## config.mk

```make
export PLATFORM = sky130hd
export DESIGN_NAME = ccw_ctrl
export DESIGN_NICKNAME = d
export VERILOG_FILES = /design/src/hw/rtl/ccw_pkg.sv /design/src/hw/rtl/ccw_ctrl.sv
export VERILOG_INCLUDE_DIRS = /design/src /design/src/hw/rtl
export SDC_FILE = /design/constraint.sdc
export NUM_CORES = 1
export LEC_CHECK = 0
export ABC_CLOCK_PERIOD_IN_PS = 2200
export BUFFER_PORTS_ARGS = -buffer_cell sky130_fd_sc_hd__buf_2
export CAP_MARGIN = 10
export CORE_MARGIN = 10
export CORE_UTILIZATION = 55
export DETAILED_ROUTE_END_ITERATION = 12
export HOLD_SLACK_MARGIN = 0.02
export PLACE_DENSITY = 0.83
export SKIP_CTS_REPAIR_TIMING = 1
export SLEW_MARGIN = 30
export SYNTH_ARGS = -nofsm -noshare
export SYNTH_HDL_FRONTEND = slang
export SYNTH_SLANG_ARGS = --single-unit
```

## constraint.sdc

```tcl
create_clock -name clk -period 2.2 [get_ports clk]
set_input_delay 0.22 -clock clk [delete_from_list [all_inputs] [get_ports clk]]
set_output_delay 0.22 -clock clk [all_outputs]
set_load 0.01 [all_outputs]
```

## src/hw/rtl/cubic_congestion_window_macros.svh

```systemverilog
// assertion macros used by the cubic congestion window rtl
// no dependencies; included by modules that carry checks
`ifndef CUBIC_CONGESTION_WINDOW_MACROS_SVH
`define CUBIC_CONGESTION_WINDOW_MACROS_SVH

// antecedent implies consequent in the same cycle
`define CCW_ASSERT_IMP(label, clk, rst_n, ante, cons) \
    label: assert property (@(posedge clk) disable iff (!rst_n) (ante) |-> (cons)) \
        else $error("ccw check failed");

// antecedent implies consequent in the next cycle
`define CCW_ASSERT_NXT(label, clk, rst_n, ante, cons) \
    label: assert property (@(posedge clk) disable iff (!rst_n) (ante) |=> (cons)) \
        else $error("ccw check failed");

`endif

```

## src/hw/rtl/ccw_pkg.sv

```systemverilog
// shared types and constants for the cubic congestion window block
// no dependencies
package ccw_pkg;

    typedef enum logic [2:0] {
        EV_ACK        = 3'd0,
        EV_LOSS       = 3'd1,
        EV_FAST_RETX  = 3'd2,
        EV_DUP_ACK    = 3'd3,
        EV_RECOV_ACK  = 3'd4,
        EV_SEND_QUERY = 3'd5,
        EV_RESET      = 3'd6
    } ccw_event_t;

    typedef enum logic [1:0] {
        CFG_MSS      = 2'd0,
        CFG_INIT_THR = 2'd1,
        CFG_BETA     = 2'd2,
        CFG_CSCALE   = 2'd3
    } ccw_cfg_idx_t;

    typedef struct packed {
        logic [2:0]  req_type;
        logic [31:0] acked_bytes;
        logic [31:0] flight_bytes;
        logic [31:0] outstanding_bytes;
        logic [31:0] segment_bytes;
        logic        recovery_done;
    } ccw_in_t;

    typedef struct packed {
        logic [31:0] window_bytes;
        logic [31:0] threshold_bytes;
        logic [31:0] window_at_loss;
        logic        in_recovery;
        logic        send_allowed;
    } ccw_out_t;

    typedef enum logic [3:0] {
        OP_NONE,
        OP_NA,
        OP_MW,
        OP_CUR,
        OP_RAD,
        OP_INC,
        OP_OMB,
        OP_SQ,
        OP_CUBE,
        OP_DSQ,
        OP_DCUBE,
        OP_SCALE,
        OP_MSS
    } ccw_op_t;

    typedef enum logic [4:0] {
        S_IDLE,
        S_EXEC,
        S_DIV_NA,
        S_DIV_MW,
        S_DIV_CUR,
        S_MUL_OMB,
        S_DIV_RAD,
        S_CB_SQ,
        S_CB_CUBE,
        S_CB_STEP,
        S_MUL_DSQ,
        S_MUL_DCUBE,
        S_MUL_SCALE,
        S_MUL_MSS,
        S_TARGET,
        S_DECIDE,
        S_DIV_INC,
        S_APPLY,
        S_OUT
    } ccw_state_t;

    typedef struct packed {
        logic    load_item;
        logic    exec;
        logic    unit_start;
        ccw_op_t op;
        logic    cb_init;
        logic    cb_step;
        logic    target;
        logic    apply;
        logic    out_load;
    } ccw_cmd_t;

    typedef struct packed {
        logic need_cubic;
        logic unit_done;
        logic bit_zero;
        logic diff_pos;
    } ccw_status_t;

    localparam logic [15:0] MSS_RST      = 16'd1460;
    localparam logic [31:0] INIT_THR_RST = 32'd65535;
    localparam logic [15:0] BETA_RST     = 16'd45875;
    localparam logic [23:0] CSCALE_RST   = 24'd26214;
    localparam logic [31:0] CWND_RST     = 32'd1460;
    localparam logic [31:0] SSTHRESH_RST = 32'd65535;
    localparam logic [31:0] MAX32        = 32'hFFFF_FFFF;

endpackage

```

## src/hw/rtl/ccw_ctrl.sv

```systemverilog
// controller state machine that sequences one event through the datapath
// depends on ccw_pkg and cubic_congestion_window_macros.svh
`include "cubic_congestion_window_macros.svh"
module ccw_ctrl (
    input  logic                 clk,
    input  logic                 rst_n,
    input  logic                 req_valid,
    output logic                 req_stall,
    output logic                 rsp_valid,
    input  logic                 rsp_stall,
    output ccw_pkg::ccw_cmd_t    cmd,
    input  ccw_pkg::ccw_status_t status
);

    ccw_pkg::ccw_state_t state_reg, state_next;
    ccw_pkg::ccw_state_t unit_follow;
    ccw_pkg::ccw_op_t    unit_op;
    logic                unit_state;
    logic                launched_reg, launched_next;
    logic                rsp_valid_reg, rsp_valid_next;

    always_ff @(posedge clk or negedge rst_n)
    begin
        if (!rst_n)
        begin
            state_reg     <= ccw_pkg::S_IDLE;
            launched_reg  <= 1'b0;
            rsp_valid_reg <= 1'b0;
        end
        else
        begin
            state_reg     <= state_next;
            launched_reg  <= launched_next;
            rsp_valid_reg <= rsp_valid_next;
        end
    end

    always_comb
    begin
        state_next     = state_reg;
        launched_next  = launched_reg;
        rsp_valid_next = rsp_valid_reg;
        cmd            = '0;
        cmd.op         = ccw_pkg::OP_NONE;
        unit_state     = 1'b0;
        unit_op        = ccw_pkg::OP_NONE;
        unit_follow    = ccw_pkg::S_IDLE;
        if (rsp_valid_reg && !rsp_stall)
            rsp_valid_next = 1'b0;
        unique case (state_reg)
            ccw_pkg::S_IDLE:
            begin
                if (req_valid)
                begin
                    cmd.load_item = 1'b1;
                    state_next    = ccw_pkg::S_EXEC;
                end
            end
            ccw_pkg::S_EXEC:
            begin
                cmd.exec    = 1'b1;
                cmd.cb_init = 1'b1;
                state_next  = status.need_cubic ? ccw_pkg::S_DIV_NA : ccw_pkg::S_OUT;
            end
            ccw_pkg::S_DIV_NA:
            begin
                unit_state  = 1'b1;
                unit_op     = ccw_pkg::OP_NA;
                unit_follow = ccw_pkg::S_DIV_MW;
            end
            ccw_pkg::S_DIV_MW:
            begin
                unit_state  = 1'b1;
                unit_op     = ccw_pkg::OP_MW;
                unit_follow = ccw_pkg::S_DIV_CUR;
            end
            ccw_pkg::S_DIV_CUR:
            begin
                unit_state  = 1'b1;
                unit_op     = ccw_pkg::OP_CUR;
                unit_follow = ccw_pkg::S_MUL_OMB;
            end
            ccw_pkg::S_MUL_OMB:
            begin
                unit_state  = 1'b1;
                unit_op     = ccw_pkg::OP_OMB;
                unit_follow = ccw_pkg::S_DIV_RAD;
            end
            ccw_pkg::S_DIV_RAD:
            begin
                unit_state  = 1'b1;
                unit_op     = ccw_pkg::OP_RAD;
                unit_follow = ccw_pkg::S_CB_SQ;
            end
            ccw_pkg::S_CB_SQ:
            begin
                unit_state  = 1'b1;
                unit_op     = ccw_pkg::OP_SQ;
                unit_follow = ccw_pkg::S_CB_CUBE;
            end
            ccw_pkg::S_CB_CUBE:
            begin
                unit_state  = 1'b1;
                unit_op     = ccw_pkg::OP_CUBE;
                unit_follow = ccw_pkg::S_CB_STEP;
            end
            ccw_pkg::S_CB_STEP:
            begin
                cmd.cb_step = 1'b1;
                state_next  = status.bit_zero ? ccw_pkg::S_MUL_DSQ : ccw_pkg::S_CB_SQ;
            end
            ccw_pkg::S_MUL_DSQ:
            begin
                unit_state  = 1'b1;
                unit_op     = ccw_pkg::OP_DSQ;
                unit_follow = ccw_pkg::S_MUL_DCUBE;
            end
            ccw_pkg::S_MUL_DCUBE:
            begin
                unit_state  = 1'b1;
                unit_op     = ccw_pkg::OP_DCUBE;
                unit_follow = ccw_pkg::S_MUL_SCALE;
            end
            ccw_pkg::S_MUL_SCALE:
            begin
                unit_state  = 1'b1;
                unit_op     = ccw_pkg::OP_SCALE;
                unit_follow = ccw_pkg::S_MUL_MSS;
            end
            ccw_pkg::S_MUL_MSS:
            begin
                unit_state  = 1'b1;
                unit_op     = ccw_pkg::OP_MSS;
                unit_follow = ccw_pkg::S_TARGET;
            end
            ccw_pkg::S_TARGET:
            begin
                cmd.target = 1'b1;
                state_next = ccw_pkg::S_DECIDE;
            end
            ccw_pkg::S_DECIDE:
            begin
                // target at or below the window grows it by one byte
                if (status.diff_pos)
                    state_next = ccw_pkg::S_DIV_INC;
                else
                begin
                    cmd.apply  = 1'b1;
                    state_next = ccw_pkg::S_OUT;
                end
            end
            ccw_pkg::S_DIV_INC:
            begin
                unit_state  = 1'b1;
                unit_op     = ccw_pkg::OP_INC;
                unit_follow = ccw_pkg::S_APPLY;
            end
            ccw_pkg::S_APPLY:
            begin
                cmd.apply  = 1'b1;
                state_next = ccw_pkg::S_OUT;
            end
            ccw_pkg::S_OUT:
            begin
                if (!rsp_valid_reg || !rsp_stall)
                begin
                    cmd.out_load   = 1'b1;
                    rsp_valid_next = 1'b1;
                    state_next     = ccw_pkg::S_IDLE;
                end
            end
            default:
            begin
                state_next = ccw_pkg::S_IDLE;
            end
        endcase
        // one unit operation per state: launch once, advance on done
        if (unit_state)
        begin
            cmd.op         = unit_op;
            cmd.unit_start = !launched_reg;
            launched_next  = 1'b1;
            if (status.unit_done)
            begin
                launched_next = 1'b0;
                state_next    = unit_follow;
            end
        end
    end

    assign req_stall = (state_reg != ccw_pkg::S_IDLE);
    assign rsp_valid = rsp_valid_reg;

    `CCW_ASSERT_NXT(a_accept_exec, clk, rst_n, req_valid && !req_stall, state_reg == ccw_pkg::S_EXEC)
    `CCW_ASSERT_IMP(a_rsp_from_out, clk, rst_n, $rose(rsp_valid_reg), $past(state_reg) == ccw_pkg::S_OUT)
    `CCW_ASSERT_IMP(a_done_launched, clk, rst_n, status.unit_done, launched_reg)

endmodule

```

==> impl_metrics.ini, run 1 <==
[logic_synthesis]
netlist_area_um2 = 832
synth_fa_ha_area_share_pct = 0
netlist_instances = 109
synth-edff-count = 0
synth_area_leader_cell = dfrtp_1
yosysSeqAreaShare_pct = 21.1
synthTopCellsByArea = dfrtp_1 21%, a21oi_1 7.2%, buf_4 5.4%
ys_async_sr_fraction_pct = 100
syn_area_per_cell_um2 = 7.63
synth_common_cells = 12 x a21oi_1, 12 x nand2_1, 8 x nor2_1, 7 x dfrtp_1, 7 x o21ai_0
ys_warn_count = 0
synth-simple-area-share_pct = 32.8
synthMuxAreaShare_pct = 2.41
synth_xor_area_share_pct = 0
syn-num-nets = 117
synth_compound_area_share_pct = 29.0
synthFlopType = dfrtp_1
ys_types = 40
ys_ff_latch = 7
synth_top_family_by_area = simple AND/OR/NAND/NOR gates
synth_top_area_share_pct = 21.1

[cts]
htreeDepth = 1
clock_sinks = 7
numCtsBuffers = 3
clkTransAtPathRegs_ns = 0.05
root_buffer = clkbuf_4
clock_latency_ns = 0.25
clock_path_buffers = 2
cts_tree = done

[drt]
drcViolationCount = 0
drt_iter0_drc = 17
wl_per_cell_um = 14.8
routed_via_density = 6.13
first_pass_iters = 4
wirelength_mm = 2.08
route.vias.total = 864
drtAntennaViolNets = 0

[worst_setup_path]
slowest_stage = dfrtp_1
cp_num_cells = 5
cp.required_ns = 1.98
cp_num_buf_inv = 1
r2r-start = state_reg[3]
start_kind = register
end_kind = output pin
crit_arrival_ns = 1.82
critPathMaxFanout = 19
reg2reg_to = launched_reg
worst_path_dominant_cell_family = flip-flops
max_stage_delay_ns = 0.75
r2r_slack_ns = 0.51
rr_worst_depth = 4
path_cells = and3_1 > a21oi_1 > a21boi_1 > nor2_1 > buf_2
crit_type = reg -> out

[power_and_ir_drop]
peakVddDrop_uv = 792
p_per_area_mw_per_mm2 = 1560
power_mw = 1.43
leakage_nw = 0.438

[grt]
grt_pass1_wl_mm = 3.57
grt_usage_pct = 12.6
grt_use_met1_pct = 14.5
grt-ovfl-total = 0
busiest_layer = met2
antenna_found_initial = 0
grt_start_max_net_pins = 20
grtUsageMet2_pct = 20.1
grt_pass1_vias = 806
met3_usage_pct = 6.01

[cells_and_area]
largest_register_ffs = 5
drive_gt1_share_pct = 27.0
diodes = 0
final_nets = 135
area_delta_synth_final_pct = 10.4

[hold_path]
holdPathStages = 3
hold_start = rsp_stall
hold_class = in -> reg
hold_end = rsp_valid

[sta]
finalCritPeriodShare_pct = 92.8
finalClockSkew_ns = 0.00230
finalHoldViolCount = 0
timing.final.crit_period_ns = 2.04
rsz0062_at_grt = no
slew_violations = 0
setup_tns_ns = 0
slew_headroom_pct = 57.3
fmax_mhz = 490
setup_viol = 0
worst_slew_pin_slew_ns = 0.640

[place]
dp_hpwl_mm = 1.60
gp_congestion = 0.890
port_buffers = 21

[floorplan]
start_util_pct = 60.9
die_w_um = 58.9
row_count = 13
die_h_um = 58.9
core_mm2 = 0.00137
io_pins = 22
design.die.area_mm2 = 0.00347

[run_status]
outcome = finished, final reports clean

[run]
cap_viol_max_count = 0
-- logic make-up (layout without fill, tap and decap cells) --
family,count (synthesis),count (layout)
flip-flops,7,7
AND/OR/NAND/NOR,46,46
multiplexers,2,2
AO/OA/AOI/OAI,36,36
buffers and inverters,18,35
-- cell usage in the layout, fill, tap and decap left out, types with 4 or more instances in the layout --
cell / instances
a21oi_1: 12
buf_2: 21
buf_4: 4
dfrtp_1: 7
inv_1: 4
nand2_1: 12
nor2_1: 8
nor3_1: 4
o21ai_0: 7
-- routing by layer --
layer,routed length [um],share of wire (%)
met1,857,41
met2,1000,48
met3,195,9.4
met4,23,1.1
met5,0,0
-- where the power goes --
group / total [mW] / switching [mW] / internal [mW]
combinational: 0.953 / 0.524 / 0.429
clock: 0.111 / 0.0420 / 0.0689
sequential: 0.365 / 0.182 / 0.184
-- cell type report --
| type | instances | area [um2] |
|---|---|---|
| clock buffer | 4 | 26.3 |
| fill | 130 | 448 |
| timing repair buffer | 26 | 145 |
| multi-input combinational | 84 | 534 |
| tap | 15 | 18.8 |
| sequential | 7 | 175 |
| inverter | 5 | 18.8 |
-- per-stage QoR --
step	utilization, %	std cells	hold slack [ns]	setup WS (ns)	cell area [um2]
final	67.2	141	0.227	0.157	918
after global routing	67.2	141	0.231	0.0143	918
after CTS	66.5	140	-0.211	0.153	908
after detailed placement	64.6	136	0.0574	0.435	882
after global placement	64.6	136	0.0567	0.516	882
after floorplan	-	109	-0.0756	0.695	832
-- worst max-delay path by stage --
stage,to,start,slack (ns)
6_report,cmd[9],state_reg[3],0.16
5_1_grt,cmd[5],state_reg[2],0.01
4_1_cts,cmd[9],state_reg[3],0.15
3_5_place_dp,cmd[9],state_reg[3],0.43
3_3_place_gp,cmd[9],state_reg[3],0.52
2_1_floorplan,cmd[10],state_reg[1],0.70
-- worst reg2reg max path, cell delays in order, from the launching register on --
cell and delay [ns]:
dfrtp_1 0.75, and3_1 0.31, a21oi_1 0.07, a21boi_1 0.25, mux2i_1 0.23
Note: power is estimated with default switching activity, not from simulation.
==> run 2, diff against run 1 <==
- ABC_AREA: unset -> 1
==> run 2 against run 1 <==
  * Flip-flop and latch count is the same
  * Final cell count grew 20%
  * Synthesized cell count grew 21%
  * First-iteration DRC count grew 120%
  * Critical path depth grew 4
  * Worst setup slack gained 0.061 ns
  * Area after synthesis shrank 0.45%
  * Routed wire length grew 6.5%
  * Sequential share of layout area shrank 0.36 points
  * Combinational power shrank 21%
  * Clock skew grew 0.0058 ns
  * Critical path type unchanged
  * Largest power group unchanged
==> impl_metrics.ini, run 2 <==
[run_status]
outcome = finished, final reports clean

[drt]
routed_via_density = 5.31
wl_per_cell_um = 13.1
drtAntennaViolNets = 0
drt_iter0_drc = 37
wirelength_mm = 2.22
drcViolationCount = 0
route.vias.total = 898
first_pass_iters = 4

[worst_setup_path]
cp.required_ns = 1.98
rr_worst_depth = 10
reg2reg_to = state_reg[2]
end_kind = output pin
critPathMaxFanout = 10
start_kind = register
crit_type = reg -> out
slowest_stage = dfrtp_1
r2r-start = state_reg[1]
r2r_slack_ns = 0.50
path_cells = nand2_1 > nor2_1 > nand2_2 > nand2_2 > nor2_2 > nand3_4 > nand2_1 > inv_1 > buf_2
max_stage_delay_ns = 0.58
crit_arrival_ns = 1.76

[sta]
rsz0062_at_grt = no
hold_ws_ns = 0.188
finalHoldViolCount = 0
finalCritPeriodShare_pct = 90.1
timing.final.crit_period_ns = 1.98
fmax_mhz = 505
worst_slew_pin_slew_ns = 0.399
slew_headroom_pct = 73.4
slew_violations = 0
setup_viol = 0
finalClockSkew_ns = 0.00806
setup_tns_ns = 0

[logic_synthesis]
synth_top_area_share_pct = 21.1
ys_ff_latch = 7
syn-num-nets = 140
yosysSeqAreaShare_pct = 21.1
netlist_area_um2 = 828
synthFlopType = dfrtp_1
synth.most_common_cell = nand2_1
synth_area_leader_cell = dfrtp_1
ys_async_sr_fraction_pct = 100
ys_warn_count = 0
syn_area_per_cell_um2 = 6.27
ys_types = 23
synth_common_cells = 37 x nand2_1, 17 x nor2_1, 12 x inv_1, 8 x nand2_2, 8 x nand3_1
synth-edff-count = 0
netlist_instances = 132
synthTopCellsByArea = dfrtp_1 21%, nand2_1 17%, nor2_1 7.7%

[power_and_ir_drop]
switching_share_pct = 53.8
leakage_nw = 0.622
p_per_area_mw_per_mm2 = 1200
sequentialPowerShare_pct = 23.6
peakVddDrop_uv = 629
p_comb_share_pct = 65.9
power_frac_clock_pct = 10.5
intPower_uw = 527
p_switching_uw = 612

[cells_and_area]
final_nets = 163
instances_no_fill = 169
diodes = 0
layout.cells.most_common_list = 37 x nand2_1, 21 x buf_2, 17 x nor2_1
largest_register_ffs = 5
nFillCells = 138
drive_gt1_share_pct = 37.0
area_delta_synth_final_pct = 14.7
final_common_cell = nand2_1

[run]
cap_viol_max_count = 0

[hold_path]
hold_start = rsp_stall
holdPathStages = 3
hold_class = in -> reg
hold_end = rsp_valid

[cts]
clock_path_buffers = 2
clock_latency_ns = 0.26
htreeDepth = 1
numCtsBuffers = 3
root_buffer = clkbuf_4
clock_sinks = 7
cts_tree = done
clkTransAtPathRegs_ns = 0.05

[floorplan]
die_h_um = 58.8
die_w_um = 58.8
row_count = 13
design.die.area_mm2 = 0.00346
start_util_pct = 60.6
io_pins = 22
core_mm2 = 0.00137

[grt]
grt-ovfl-total = 0
antenna_found_initial = 0
grt_usage_pct = 13.8
grt_start_max_net_pins = 11
grt_pass1_vias = 849
grt_pass1_wl_mm = 3.88

[place]
gp_congestion = 0.904
dp_hpwl_mm = 1.83
port_buffers = 21
dpl.cell_count = 164
[run 2: changes by cell type in the layout (fill, tap and decap cells not counted), moves of 8 or more]
cell / previous run / this run
nor2_1: 8 / 17
inv_1: 4 / 12
nand2_2: 0 / 8
nand2_1: 12 / 37
a21oi_1: 12 / 2
[run 2: per-stage QoR]
step | instance area [um2] | setup slack (ns) | util [%] | power (mW)
floorplan | 828 | 0.750 | - | 0.869
global placement | 911 | 0.435 | 66.7 | 1.00
detailed placement | 911 | 0.437 | 66.7 | 1.02
CTS | 937 | 0.137 | 68.6 | 1.14
global route | 950 | 0.0329 | 69.5 | 1.26
finish | 950 | 0.219 | 69.5 | 1.14
[run 2: final cells by class]
cell class,count,area (um2),share of cell area [%]
timing repair buffer,22,115,12.1
tap,15,18.8,1.98
multi-input combinational,101,537,56.5
inverter,20,75.1,7.91
sequential,7,178,18.7
clock buffer,4,26.3,2.77
[run 2: cells by family after synthesis]
kind of cell           share of synthesized area [%]
AOI/OAI and AO/OA                               7.70
and+or+nand+nor                                 57.1
buffers and inverters                           14.0
DFF                                             21.1
[run 2: worst max-delay path by stage]
stage                     slack [ns]            to  depth (start not counted)    startpoint
after global routing            0.03        cmd[9]                          9  state_reg[1]
after CTS                       0.14        cmd[9]                          8  state_reg[4]
after detailed placement        0.44        cmd[9]                          8  state_reg[4]
after floorplan                 0.75  state_reg[1]                         12  state_reg[1]
after global placement          0.44        cmd[9]                          8  state_reg[4]
final                           0.22        cmd[9]                          9  state_reg[1]
[run 2: worst max-delay path: cells and delay by family (launching register included)]
family	cells	cell delay [ns]
buf+inv	2	0.16
simple gates	7	0.77
flops	1	0.58
[run 2: power by group through the flow]
stage | combinational [mW] | clock, mW | sequential [mW]
floorplan | 0.671 | 0 | 0.198
global placement | 0.738 | 0 | 0.263
detailed placement | 0.752 | 0 | 0.265
CTS | 0.755 | 0.124 | 0.263
global route | 0.849 | 0.132 | 0.276
finish | 0.751 | 0.120 | 0.268
[run 2: layer usage]
metal	GRT usage [%]	routed length [um]	up-vias	part of all wire, %
met5	0	0	-	0
met4	2.95	0	0	0
met3	7.51	250	0	11
met2	22.1	1080	36	49
met1	15.9	884	405	40
li1	-	-	457	-
